## src/rtl/core/bdlp_pkg.sv

```systemverilog
`timescale 1ns / 1ps
`default_nettype none
// ----------------------------------------------------------------------------
// bdlp_pkg
// Shared types and constants of the button debouncer with long press detect.
// ----------------------------------------------------------------------------
package bdlp_pkg;

    // configuration port geometry
    localparam int CFG_INDEX_W = 4;
    localparam int CFG_DATA_W  = 16;

    // register indexes
    localparam logic [CFG_INDEX_W-1:0] REG_ACTIVE_HIGH = 4'd0;
    localparam logic [CFG_INDEX_W-1:0] REG_ENABLED     = 4'd1;
    localparam logic [CFG_INDEX_W-1:0] REG_DEBOUNCE    = 4'd2;
    localparam logic [CFG_INDEX_W-1:0] REG_LONG_PRESS  = 4'd3;

    // register reset values
    localparam logic [CFG_DATA_W-1:0] DEBOUNCE_RESET   = 16'd100;
    localparam logic [CFG_DATA_W-1:0] LONG_PRESS_RESET = 16'd1000;

    // debounced button state
    typedef enum logic [1:0] {
        PS_RELEASED = 2'd0,
        PS_PRESSED  = 2'd1,
        PS_LONG     = 2'd2
    } press_state_t;

endpackage : bdlp_pkg
`default_nettype wire

```

## src/rtl/core/bdlp_in_if.sv

```systemverilog
`timescale 1ns / 1ps
`default_nettype none
// ----------------------------------------------------------------------------
// bdlp_in_if
// Tick request channel: raw pin levels of all buttons for one tick.
// ----------------------------------------------------------------------------
interface bdlp_in_if #(
    parameter int NUM_BUTTONS = 4
);
    logic                   valid;
    logic                   ready;
    logic [NUM_BUTTONS-1:0] pin_levels;

    modport source (
        output valid,
        output pin_levels,
        input  ready
    );

    modport sink (
        input  valid,
        input  pin_levels,
        output ready
    );
endinterface : bdlp_in_if
`default_nettype wire

```

## src/rtl/core/bdlp_out_if.sv

```systemverilog
`timescale 1ns / 1ps
`default_nettype none
// ----------------------------------------------------------------------------
// bdlp_out_if
// Report request channel: short, long and current pressed masks of one tick.
// ----------------------------------------------------------------------------
interface bdlp_out_if #(
    parameter int NUM_BUTTONS = 4
);
    logic                   valid;
    logic                   ready;
    logic [NUM_BUTTONS-1:0] short_press_mask;
    logic [NUM_BUTTONS-1:0] long_press_mask;
    logic [NUM_BUTTONS-1:0] pressed_now_mask;

    modport source (
        output valid,
        output short_press_mask,
        output long_press_mask,
        output pressed_now_mask,
        input  ready
    );

    modport sink (
        input  valid,
        input  short_press_mask,
        input  long_press_mask,
        input  pressed_now_mask,
        output ready
    );
endinterface : bdlp_out_if
`default_nettype wire

```

## src/rtl/core/button_debounce_long_press_top.sv

```systemverilog
`timescale 1ns / 1ps
`default_nettype none
// ----------------------------------------------------------------------------
// button_debounce_long_press_top
// Debounces a group of buttons and reports short and long presses per tick.
// ----------------------------------------------------------------------------
// Usage
//   tick   : one request per millisecond tick carrying the raw pin levels,
//            bit i for button i.
//   report : one request per tick with the short press, long press and
//            current pressed masks of that tick.
//   cfg_*  : write port for polarity, enable, debounce and hold delays;
//            write only while no report is pending.
// Timing
//   All buttons are updated in parallel in the cycle a tick is taken; its
//   report is in the output register on the next cycle.
//   Throughput is one tick per cycle while report.ready is high, set by the single result register.
// Reset
//   All buttons released, timers idle, delays 100 and 1000; report masks are not reset.
// Backpressure
//   tick.ready is high while the result register is empty or being taken,
//   so a stalled receiver holds the report and stalls the tick side.
// ----------------------------------------------------------------------------
module button_debounce_long_press_top #(
    parameter int NUM_BUTTONS = 4,
    parameter int TIMER_WIDTH = 16
) (
    input  wire logic                                clk,
    input  wire logic                                rst_n,
    input  wire logic                                cfg_we,
    input  wire logic [bdlp_pkg::CFG_INDEX_W-1:0]    cfg_index,
    input  wire logic [bdlp_pkg::CFG_DATA_W-1:0]     cfg_data,
    bdlp_in_if.sink                                  tick,
    bdlp_out_if.source                               report
);

    localparam int EXT_W = TIMER_WIDTH + bdlp_pkg::CFG_DATA_W;

    // delay to counter load value, zero acts as one
    function automatic logic [TIMER_WIDTH-1:0] load_value(
        input logic [bdlp_pkg::CFG_DATA_W-1:0] v
    );
        logic [EXT_W-1:0]       ext;
        logic [TIMER_WIDTH-1:0] t;
        begin
            ext = {{TIMER_WIDTH{1'b0}}, v};
            t   = ext[TIMER_WIDTH-1:0];
            return (t == '0) ? TIMER_WIDTH'(1) : t;
        end
    endfunction

    // configuration registers
    logic [NUM_BUTTONS-1:0]              active_high_reg;
    logic [NUM_BUTTONS-1:0]              enabled_reg;
    logic [bdlp_pkg::CFG_DATA_W-1:0]     debounce_ticks_reg;
    logic [bdlp_pkg::CFG_DATA_W-1:0]     long_press_ticks_reg;

    // per button state
    bdlp_pkg::press_state_t              state_reg     [NUM_BUTTONS];
    bdlp_pkg::press_state_t              state_next    [NUM_BUTTONS];
    logic [TIMER_WIDTH-1:0]              dbc_reg       [NUM_BUTTONS];
    logic [TIMER_WIDTH-1:0]              dbc_next      [NUM_BUTTONS];
    logic [TIMER_WIDTH-1:0]              hold_reg      [NUM_BUTTONS];
    logic [TIMER_WIDTH-1:0]              hold_next     [NUM_BUTTONS];
    logic [NUM_BUTTONS-1:0]              rerun_reg;
    logic [NUM_BUTTONS-1:0]              rerun_next;
    logic [NUM_BUTTONS-1:0]              armed_rel_reg;
    logic [NUM_BUTTONS-1:0]              armed_rel_next;
    logic [NUM_BUTTONS-1:0]              prev_level_reg;
    logic [NUM_BUTTONS-1:0]              prev_level_next;

    // per button events of the current tick
    logic [NUM_BUTTONS-1:0]              level;
    logic [NUM_BUTTONS-1:0]              edge_hit;
    logic [NUM_BUTTONS-1:0]              rerun_fire;
    logic [NUM_BUTTONS-1:0]              dbc_expire;
    logic [NUM_BUTTONS-1:0]              fire;
    logic [NUM_BUTTONS-1:0]              hold_expire;
    bdlp_pkg::press_state_t              state_mid     [NUM_BUTTONS];

    // result register
    logic                                out_valid_reg;
    logic [NUM_BUTTONS-1:0]              short_reg;
    logic [NUM_BUTTONS-1:0]              short_next;
    logic [NUM_BUTTONS-1:0]              long_reg;
    logic [NUM_BUTTONS-1:0]              long_next;
    logic [NUM_BUTTONS-1:0]              now_reg;
    logic [NUM_BUTTONS-1:0]              now_next;

    logic                                tick_accept;

    // handshake
    assign tick.ready  = !out_valid_reg || report.ready;
    assign tick_accept = tick.valid && tick.ready;

    assign report.valid            = out_valid_reg;
    assign report.short_press_mask = short_reg;
    assign report.long_press_mask  = long_reg;
    assign report.pressed_now_mask = now_reg;

    // configuration writes
    always_ff @(posedge clk or negedge rst_n)
    begin
        if (!rst_n)
        begin
            active_high_reg      <= '0;
            enabled_reg          <= '0;
            debounce_ticks_reg   <= bdlp_pkg::DEBOUNCE_RESET;
            long_press_ticks_reg <= bdlp_pkg::LONG_PRESS_RESET;
        end
        else if (cfg_we)
        begin
            case (cfg_index)
                bdlp_pkg::REG_ACTIVE_HIGH: active_high_reg      <= cfg_data[NUM_BUTTONS-1:0];
                bdlp_pkg::REG_ENABLED:     enabled_reg          <= cfg_data[NUM_BUTTONS-1:0];
                bdlp_pkg::REG_DEBOUNCE:    debounce_ticks_reg   <= cfg_data;
                bdlp_pkg::REG_LONG_PRESS:  long_press_ticks_reg <= cfg_data;
                default:                   ;
            endcase
        end
    end

    // logical level, edge detect, debounce and hold timer events
    always_comb
    begin
        for (int i = 0; i < NUM_BUTTONS; i++)
        begin
            level[i]       = active_high_reg[i] ? tick.pin_levels[i]
                                                : !tick.pin_levels[i];
            edge_hit[i]    = armed_rel_reg[i] ? (prev_level_reg[i] && !level[i])
                                              : (!prev_level_reg[i] && level[i]);
            rerun_fire[i]  = !edge_hit[i] && rerun_reg[i];
            dbc_expire[i]  = !edge_hit[i] && !rerun_reg[i]
                             && (dbc_reg[i] == TIMER_WIDTH'(1));
            fire[i]        = rerun_fire[i] || dbc_expire[i];
            hold_expire[i] = (hold_reg[i] == TIMER_WIDTH'(1));
            state_mid[i]   = hold_expire[i] ? bdlp_pkg::PS_LONG : state_reg[i];
        end
    end

    // next state per button
    always_comb
    begin
        prev_level_next = level;
        for (int i = 0; i < NUM_BUTTONS; i++)
        begin
            state_next[i]     = state_reg[i];
            dbc_next[i]       = dbc_reg[i];
            hold_next[i]      = hold_reg[i];
            rerun_next[i]     = rerun_reg[i];
            armed_rel_next[i] = armed_rel_reg[i];
            if (enabled_reg[i])
            begin
                // debounce countdown
                if (edge_hit[i])
                begin
                    dbc_next[i]   = load_value(debounce_ticks_reg);
                    rerun_next[i] = 1'b0;
                end
                else if (rerun_reg[i])
                begin
                    rerun_next[i] = 1'b0;
                end
                else if (dbc_reg[i] != '0)
                begin
                    dbc_next[i] = dbc_reg[i] - TIMER_WIDTH'(1);
                end

                // hold timer
                if (hold_reg[i] != '0)
                begin
                    hold_next[i] = hold_reg[i] - TIMER_WIDTH'(1);
                end
                state_next[i] = state_mid[i];

                // debounced handler
                if (fire[i])
                begin
                    if (state_mid[i] != bdlp_pkg::PS_RELEASED)
                    begin
                        hold_next[i]  = '0;
                        state_next[i] = bdlp_pkg::PS_RELEASED;
                        if (!level[i])
                        begin
                            armed_rel_next[i] = 1'b0;
                        end
                        else
                        begin
                            rerun_next[i] = 1'b1;
                        end
                    end
                    else
                    begin
                        hold_next[i]  = load_value(long_press_ticks_reg);
                        state_next[i] = bdlp_pkg::PS_PRESSED;
                        if (level[i])
                        begin
                            armed_rel_next[i] = 1'b1;
                        end
                        else
                        begin
                            rerun_next[i] = 1'b1;
                        end
                    end
                end
            end
        end
    end

    // report masks
    always_comb
    begin
        for (int i = 0; i < NUM_BUTTONS; i++)
        begin
            short_next[i] = enabled_reg[i] && fire[i]
                            && (state_mid[i] == bdlp_pkg::PS_PRESSED);
            long_next[i]  = enabled_reg[i] && hold_expire[i];
            now_next[i]   = enabled_reg[i] && level[i];
        end
    end

    // button state registers
    always_ff @(posedge clk or negedge rst_n)
    begin
        if (!rst_n)
        begin
            for (int i = 0; i < NUM_BUTTONS; i++)
            begin
                state_reg[i] <= bdlp_pkg::PS_RELEASED;
                dbc_reg[i]   <= '0;
                hold_reg[i]  <= '0;
            end
            rerun_reg      <= '0;
            armed_rel_reg  <= '0;
            prev_level_reg <= '0;
        end
        else if (tick_accept)
        begin
            for (int i = 0; i < NUM_BUTTONS; i++)
            begin
                state_reg[i] <= state_next[i];
                dbc_reg[i]   <= dbc_next[i];
                hold_reg[i]  <= hold_next[i];
            end
            rerun_reg      <= rerun_next;
            armed_rel_reg  <= armed_rel_next;
            prev_level_reg <= prev_level_next;
        end
    end

    // result valid
    always_ff @(posedge clk or negedge rst_n)
    begin
        if (!rst_n)
        begin
            out_valid_reg <= 1'b0;
        end
        else if (tick.ready)
        begin
            out_valid_reg <= tick.valid;
        end
    end

    // result payload
    always_ff @(posedge clk)
    begin
        if (tick_accept)
        begin
            short_reg <= short_next;
            long_reg  <= long_next;
            now_reg   <= now_next;
        end
    end

`ifndef SYNTHESIS
    // a button never reports short and long press in one tick
    assert property (@(posedge clk) disable iff (!rst_n)
        out_valid_reg |-> ((short_reg & long_reg) == '0))
        else $error("short and long press reported together");

    // disabled buttons report nothing
    assert property (@(posedge clk) disable iff (!rst_n)
        out_valid_reg |-> (((short_reg | long_reg | now_reg) & ~enabled_reg) == '0))
        else $error("report from a disabled button");

    // every taken tick yields a report on the next cycle
    assert property (@(posedge clk) disable iff (!rst_n)
        tick_accept |=> out_valid_reg)
        else $error("tick taken without a report");

    // a running hold timer implies a plain press
    for (genvar g = 0; g < NUM_BUTTONS; g++)
    begin : g_hold_chk
        assert property (@(posedge clk) disable iff (!rst_n)
            (hold_reg[g] != '0) |-> (state_reg[g] == bdlp_pkg::PS_PRESSED))
            else $error("hold timer running outside pressed state");
    end
`endif

endmodule : button_debounce_long_press_top
`default_nettype wire
```

## src/flat_wrapper.sv

```systemverilog
// flat-port wrapper written by rule: the top's interface ports become plain ports
module button_debounce_long_press_top_flat 
#(
    parameter int NUM_BUTTONS = 4,
    parameter int TIMER_WIDTH = 16
)
  (clk, rst_n, cfg_we, cfg_index, cfg_data, tick_valid, tick_pin_levels, tick_ready, report_valid, report_short_press_mask, report_long_press_mask, report_pressed_now_mask, report_ready);
  bdlp_in_if #(.NUM_BUTTONS(NUM_BUTTONS)) tick_i ();
  bdlp_out_if #(.NUM_BUTTONS(NUM_BUTTONS)) report_i ();
  input  wire logic clk;
  input  wire logic rst_n;
  input  wire logic cfg_we;
  input  wire logic [bdlp_pkg::CFG_INDEX_W-1:0] cfg_index;
  input  wire logic [bdlp_pkg::CFG_DATA_W-1:0] cfg_data;
  input wire logic [$bits(tick_i.valid)-1:0] tick_valid;
  input wire logic [$bits(tick_i.pin_levels)-1:0] tick_pin_levels;
  output wire logic [$bits(tick_i.ready)-1:0] tick_ready;
  output wire logic [$bits(report_i.valid)-1:0] report_valid;
  output wire logic [$bits(report_i.short_press_mask)-1:0] report_short_press_mask;
  output wire logic [$bits(report_i.long_press_mask)-1:0] report_long_press_mask;
  output wire logic [$bits(report_i.pressed_now_mask)-1:0] report_pressed_now_mask;
  input wire logic [$bits(report_i.ready)-1:0] report_ready;
  assign tick_i.valid = tick_valid;
  assign tick_i.pin_levels = tick_pin_levels;
  assign tick_ready = tick_i.ready;
  assign report_valid = report_i.valid;
  assign report_short_press_mask = report_i.short_press_mask;
  assign report_long_press_mask = report_i.long_press_mask;
  assign report_pressed_now_mask = report_i.pressed_now_mask;
  assign report_i.ready = report_ready;
  button_debounce_long_press_top #(.NUM_BUTTONS(NUM_BUTTONS), .TIMER_WIDTH(TIMER_WIDTH)) u_core (.clk(clk), .rst_n(rst_n), .cfg_we(cfg_we), .cfg_index(cfg_index), .cfg_data(cfg_data), .tick(tick_i), .report(report_i));
endmodule
```

## config.mk

```make
export PLATFORM = sky130hd
export DESIGN_NAME = button_debounce_long_press_top_flat
export DESIGN_NICKNAME = d
export VERILOG_FILES = /design/src/rtl/core/bdlp_pkg.sv /design/src/rtl/core/bdlp_in_if.sv /design/src/rtl/core/bdlp_out_if.sv /design/src/rtl/core/button_debounce_long_press_top.sv /design/src/flat_wrapper.sv
export SDC_FILE = /design/constraint.sdc
export NUM_CORES = 1
export LEC_CHECK = 0
export BUFFER_PORTS_ARGS = -buffer_cell sky130_fd_sc_hd__buf_4
export CAP_MARGIN = 40
export CELL_PAD_IN_SITES_DETAIL_PLACEMENT = 2
export CELL_PAD_IN_SITES_GLOBAL_PLACEMENT = 2
export CORE_ASPECT_RATIO = 1.2
export CORE_MARGIN = 4
export CORE_UTILIZATION = 23
export DETAILED_ROUTE_END_ITERATION = 7
export PLACE_DENSITY = 0.52
export SKIP_LAST_GASP = 1
export SLEW_MARGIN = 30
export SYNTH_ARGS = -nofsm -noshare
export SYNTH_HDL_FRONTEND = slang
export SYNTH_SLANG_ARGS = --single-unit
```

## constraint.sdc

```tcl
create_clock -name clk -period 7 [get_ports clk]
set_input_delay 0 -clock clk [delete_from_list [all_inputs] [get_ports clk]]
set_output_delay 0 -clock clk [all_outputs]
set_load 0.01 [all_outputs]
```

==> summary.txt <==
Status
  • Status: completed

Power
  • VDD IR max: roughly 0.16 mV
  • Lkg Pwr: 5.626 nW
  • Pwr/cell area: about 380 nW/um2

Drt
  • WL/cell: 24.66 um
  • DRT iter0 DRCs: about 600
  • WL final: between 50 and 60 mm
  • Post-route ant nets: 0
  • Drt pass-1 iters: 5
  • Via density: ~5.4
  • DRC Markers: 0
  • Routed vias: around 11000

Global routing
  • Initial antenna violation count: 0
  • GRT Overall Usage: 0.1804
  • First-pass GRT wire length: between 70 and 80 mm
  • Largest net degree at the start of global routing: between 80 and 90
  • Grt total ovfl: 0
  • Vias in the first global route: approximately 12000

Yosys
  • Register area share after synthesis: 0.4259
  • Area share of the largest cell type after synthesis: 0.3761
  • Yosys warning count: 0
  • Register bit total from synthesis: 201
  • Mean Syn Cell Area: approximately 9.4 um2
  • Area contributors post-synth: dfrtp_1 (38%), mux2_2 (4.5%), o21ai_0 (4.0%)
  • Post-synth EDFFs: 12
  • Top_reg_cell synth: dfrtp_1
  • Syn_nets: between 1000 and 1500
  • Number of library cell types mapped by synthesis: slightly above 80
  • Synth area leader: dfrtp_1
  • Gate Count Post-Synth: between 1000 and 1500
  • Post-synth ARST share: 0.9403
  • Syn Std Cell Area: approximately 12000 um2

Floorplanning
  • Initial Util: 0.2327
  • Die ar.: around 56000 um2
  • FP Rows: between 90 and 100
  • Die X: roughly 220 um
  • Die height: between 200 and 300 um
  • Total core area: slightly above 50000 um2
  • I/O Pins: 43

Timing
  • Final Skew: between 0.008 and 0.009 ns
  • Slew HR: 0.4813
  • Period Utilization, post-route: 0.4324
  • Fin. max-slew vios: 0
  • Worst slew pin tran: 0.7721 ns
  • Fmax: about 330 MHz
  • Final WS setup: 3.973 ns
  • Sum Neg Setup Slack: 0 ns
  • RSZ-0062 raised after global routing: no
  • Count of final setup violators: 0
  • Tmin final: approximately 3 ns
  • Final hold violation count: 0

Worst setup path
  • Arr. time, crit path: 3.51 ns
  • R2R depth: 7
  • Crit path max fanout: 10
  • Critical Path RT: about 7.5 ns
  • Crit-path max cell delay: about 0.56 ns
  • CP Cell Sequence: inv_1 > ha_1 > nor4b_1 > a41o_1 > nand3_1 > nor3_2 > a221o_1
  • Element type at the critical path end: flop
  • Startpoint types: flop
  • Crit-path slowest cell: nor3_2
  • WS Path Type: flop to flop

Place
  • Port Buf Inserts: 42
  • Placer's final routability congestion estimate: between 0.7 and 0.8
  • Dpl ws: between 3 and 4 ns
  • Dpl hpwl: 35.29 mm

Final layout
  • Fraction of layout cells with a size suffix above 1: 0.1691
  • Filler cells: between 5000 and 6000
  • NumNets Final: roughly 1400
  • Multi-input logic area: between 6000 and 7000 um2
  • Ant. Diodes: 0
  • Sequential cell area: between 5000 and 6000 um2
  • P&R area growth vs syn: 21.45%

Clocking
  • Num Clock Sinks: 201
  • CTS H-tree lvls: 1
  • Clock transition at path regs: 0.06 ns
  • CTS max path bufs: 3
  • Root Buffer: clkbuf_16
  • CTS tree: built
  • Clock latency on the worst-skew pair: 0.55 ns
  • Post-CTS Resized: 0
  • Post CTS Setup Buffer Count: 0
  • Inserted Clock Buffers: 27

Job
  • MaxCap Viol Count: 0

Worst hold path
  • HP Class: input pin to flop
  • Worst Hold Depth: 3
[where the power goes]
group          total [mW]  internal, mW  leakage, nW  switching [mW]
clock                1.38         0.806        0.425           0.575
sequential           2.16          1.55         2.46           0.616
combinational        1.96         0.802         2.74            1.16
total                5.51          3.15         5.63            2.35
[final timing paths]
| kind | endpoint | slack, ns | start |
|---|---|---|---|
| worst max-delay path | u_core.hold_reg[49] | 3.97 | u_core.dbc_reg[49] |
| worst min register to register | u_core.hold_reg[39] | 0.51 | u_core.hold_reg[39] |
| worst min-delay path | u_core.armed_rel_reg[0] | 0.03 | tick_pin_levels[0] |
| worst max register to register | u_core.hold_reg[49] | 3.97 | u_core.dbc_reg[49] |
| min in group asynchronous | u_core.hold_reg[10] | 0.46 | rst_n |
| max in group asynchronous | u_core.debounce_ticks_reg[5] | 5.19 | rst_n |
[final cells by class]
class                      count  area share
clock buffer                  39     0.05368
tap                          697     0.05996
inverter                      28    0.007226
timing repair buffer         117     0.07011
clock inverter                10    0.005505
multi-input combinational    983      0.4528
sequential                   201      0.3507
[cells in the mapped netlist (all sizes together), types with 18 or more instances]
master,count
o2bb2ai,23
nand2,73
o21ai,100
mux2,48
nor2,82
o22ai,20
nor4,46
dfrtp,180
ha,20
a31oi,24
clkbuf,49
and3,22
inv,28
o211ai,20
nor3,63
nand3,66
or4,22
a21oi,73
buf,18
[critical path: cells and delay by family (launching register included)]
| kind | cells | cell delay, ns |
|---|---|---|
| AND/OR/NAND/NOR | 3 | 1.55 |
| AO/OA/AOI/OAI | 2 | 0.80 |
| flip-flops | 1 | 0.39 |
| adder cells (fa/ha/maj) | 1 | 0.14 |
| buffers and inverters | 1 | 0.08 |
[stage by stage]
step / area [um2] / power (mW) / utilization / std cells / hold WS, ns
after floorplan: 11980 / 3.230 / - / 1279 / -0.2956
after global placement: 13180 / 4.041 / 0.2561 / 1979 / 0.1381
after detailed placement: 13300 / 4.128 / 0.2584 / 1989 / 0.1396
after CTS: 14410 / 5.565 / 0.2800 / 2063 / 0.01000
after global routing: 14550 / 5.905 / 0.2826 / 2075 / 0.05439
final: 14550 / 5.507 / 0.2826 / 2075 / 0.03223
[cells by family (layout without fill, tap and decap cells)]
group,after synthesis,after routing,share of synthesized area
AO/OA/AOI/OAI,421,421,0.2404
XOR/XNOR,9,9,0.006582
adder cells (fa/ha/maj),20,20,0.02089
buffers and inverters,95,194,0.03259
flip-flops,201,201,0.4259
multiplexers,59,59,0.05433
AND/OR/NAND/NOR,474,474,0.2193
[metal layers]
metal / wire length [um] / vias up / track usage
li1: - / 5160 / -
met4: 1104 / 0 / 0.04197
met2: 25680 / 165 / 0.3211
met5: 0 / - / 0
met1: 22800 / 5884 / 0.2347
met3: 1574 / 50 / 0.02036
[repair_timing]
action,in CTS,in global routing
hold endpoints to repair,125,28
endpoints found under the setup margin,0,0
hold buffers,25,2
[layout by cell type (no fill, tap or decap), types with 20 or more instances in the layout]
cell / count
a21oi_1: 73
a31oi_1: 22
and3_1: 22
buf_4: 75
clkbuf_16: 27
dfrtp_1: 180
dlygate4sd3_1: 27
ha_1: 20
inv_1: 28
mux2_2: 48
nand2_1: 72
nand3_1: 66
nor2_1: 81
nor3_1: 56
nor4_1: 38
o211ai_1: 20
o21ai_0: 95
o22ai_1: 20
o2bb2ai_1: 23
Note: power is estimated with default switching activity, not from simulation.
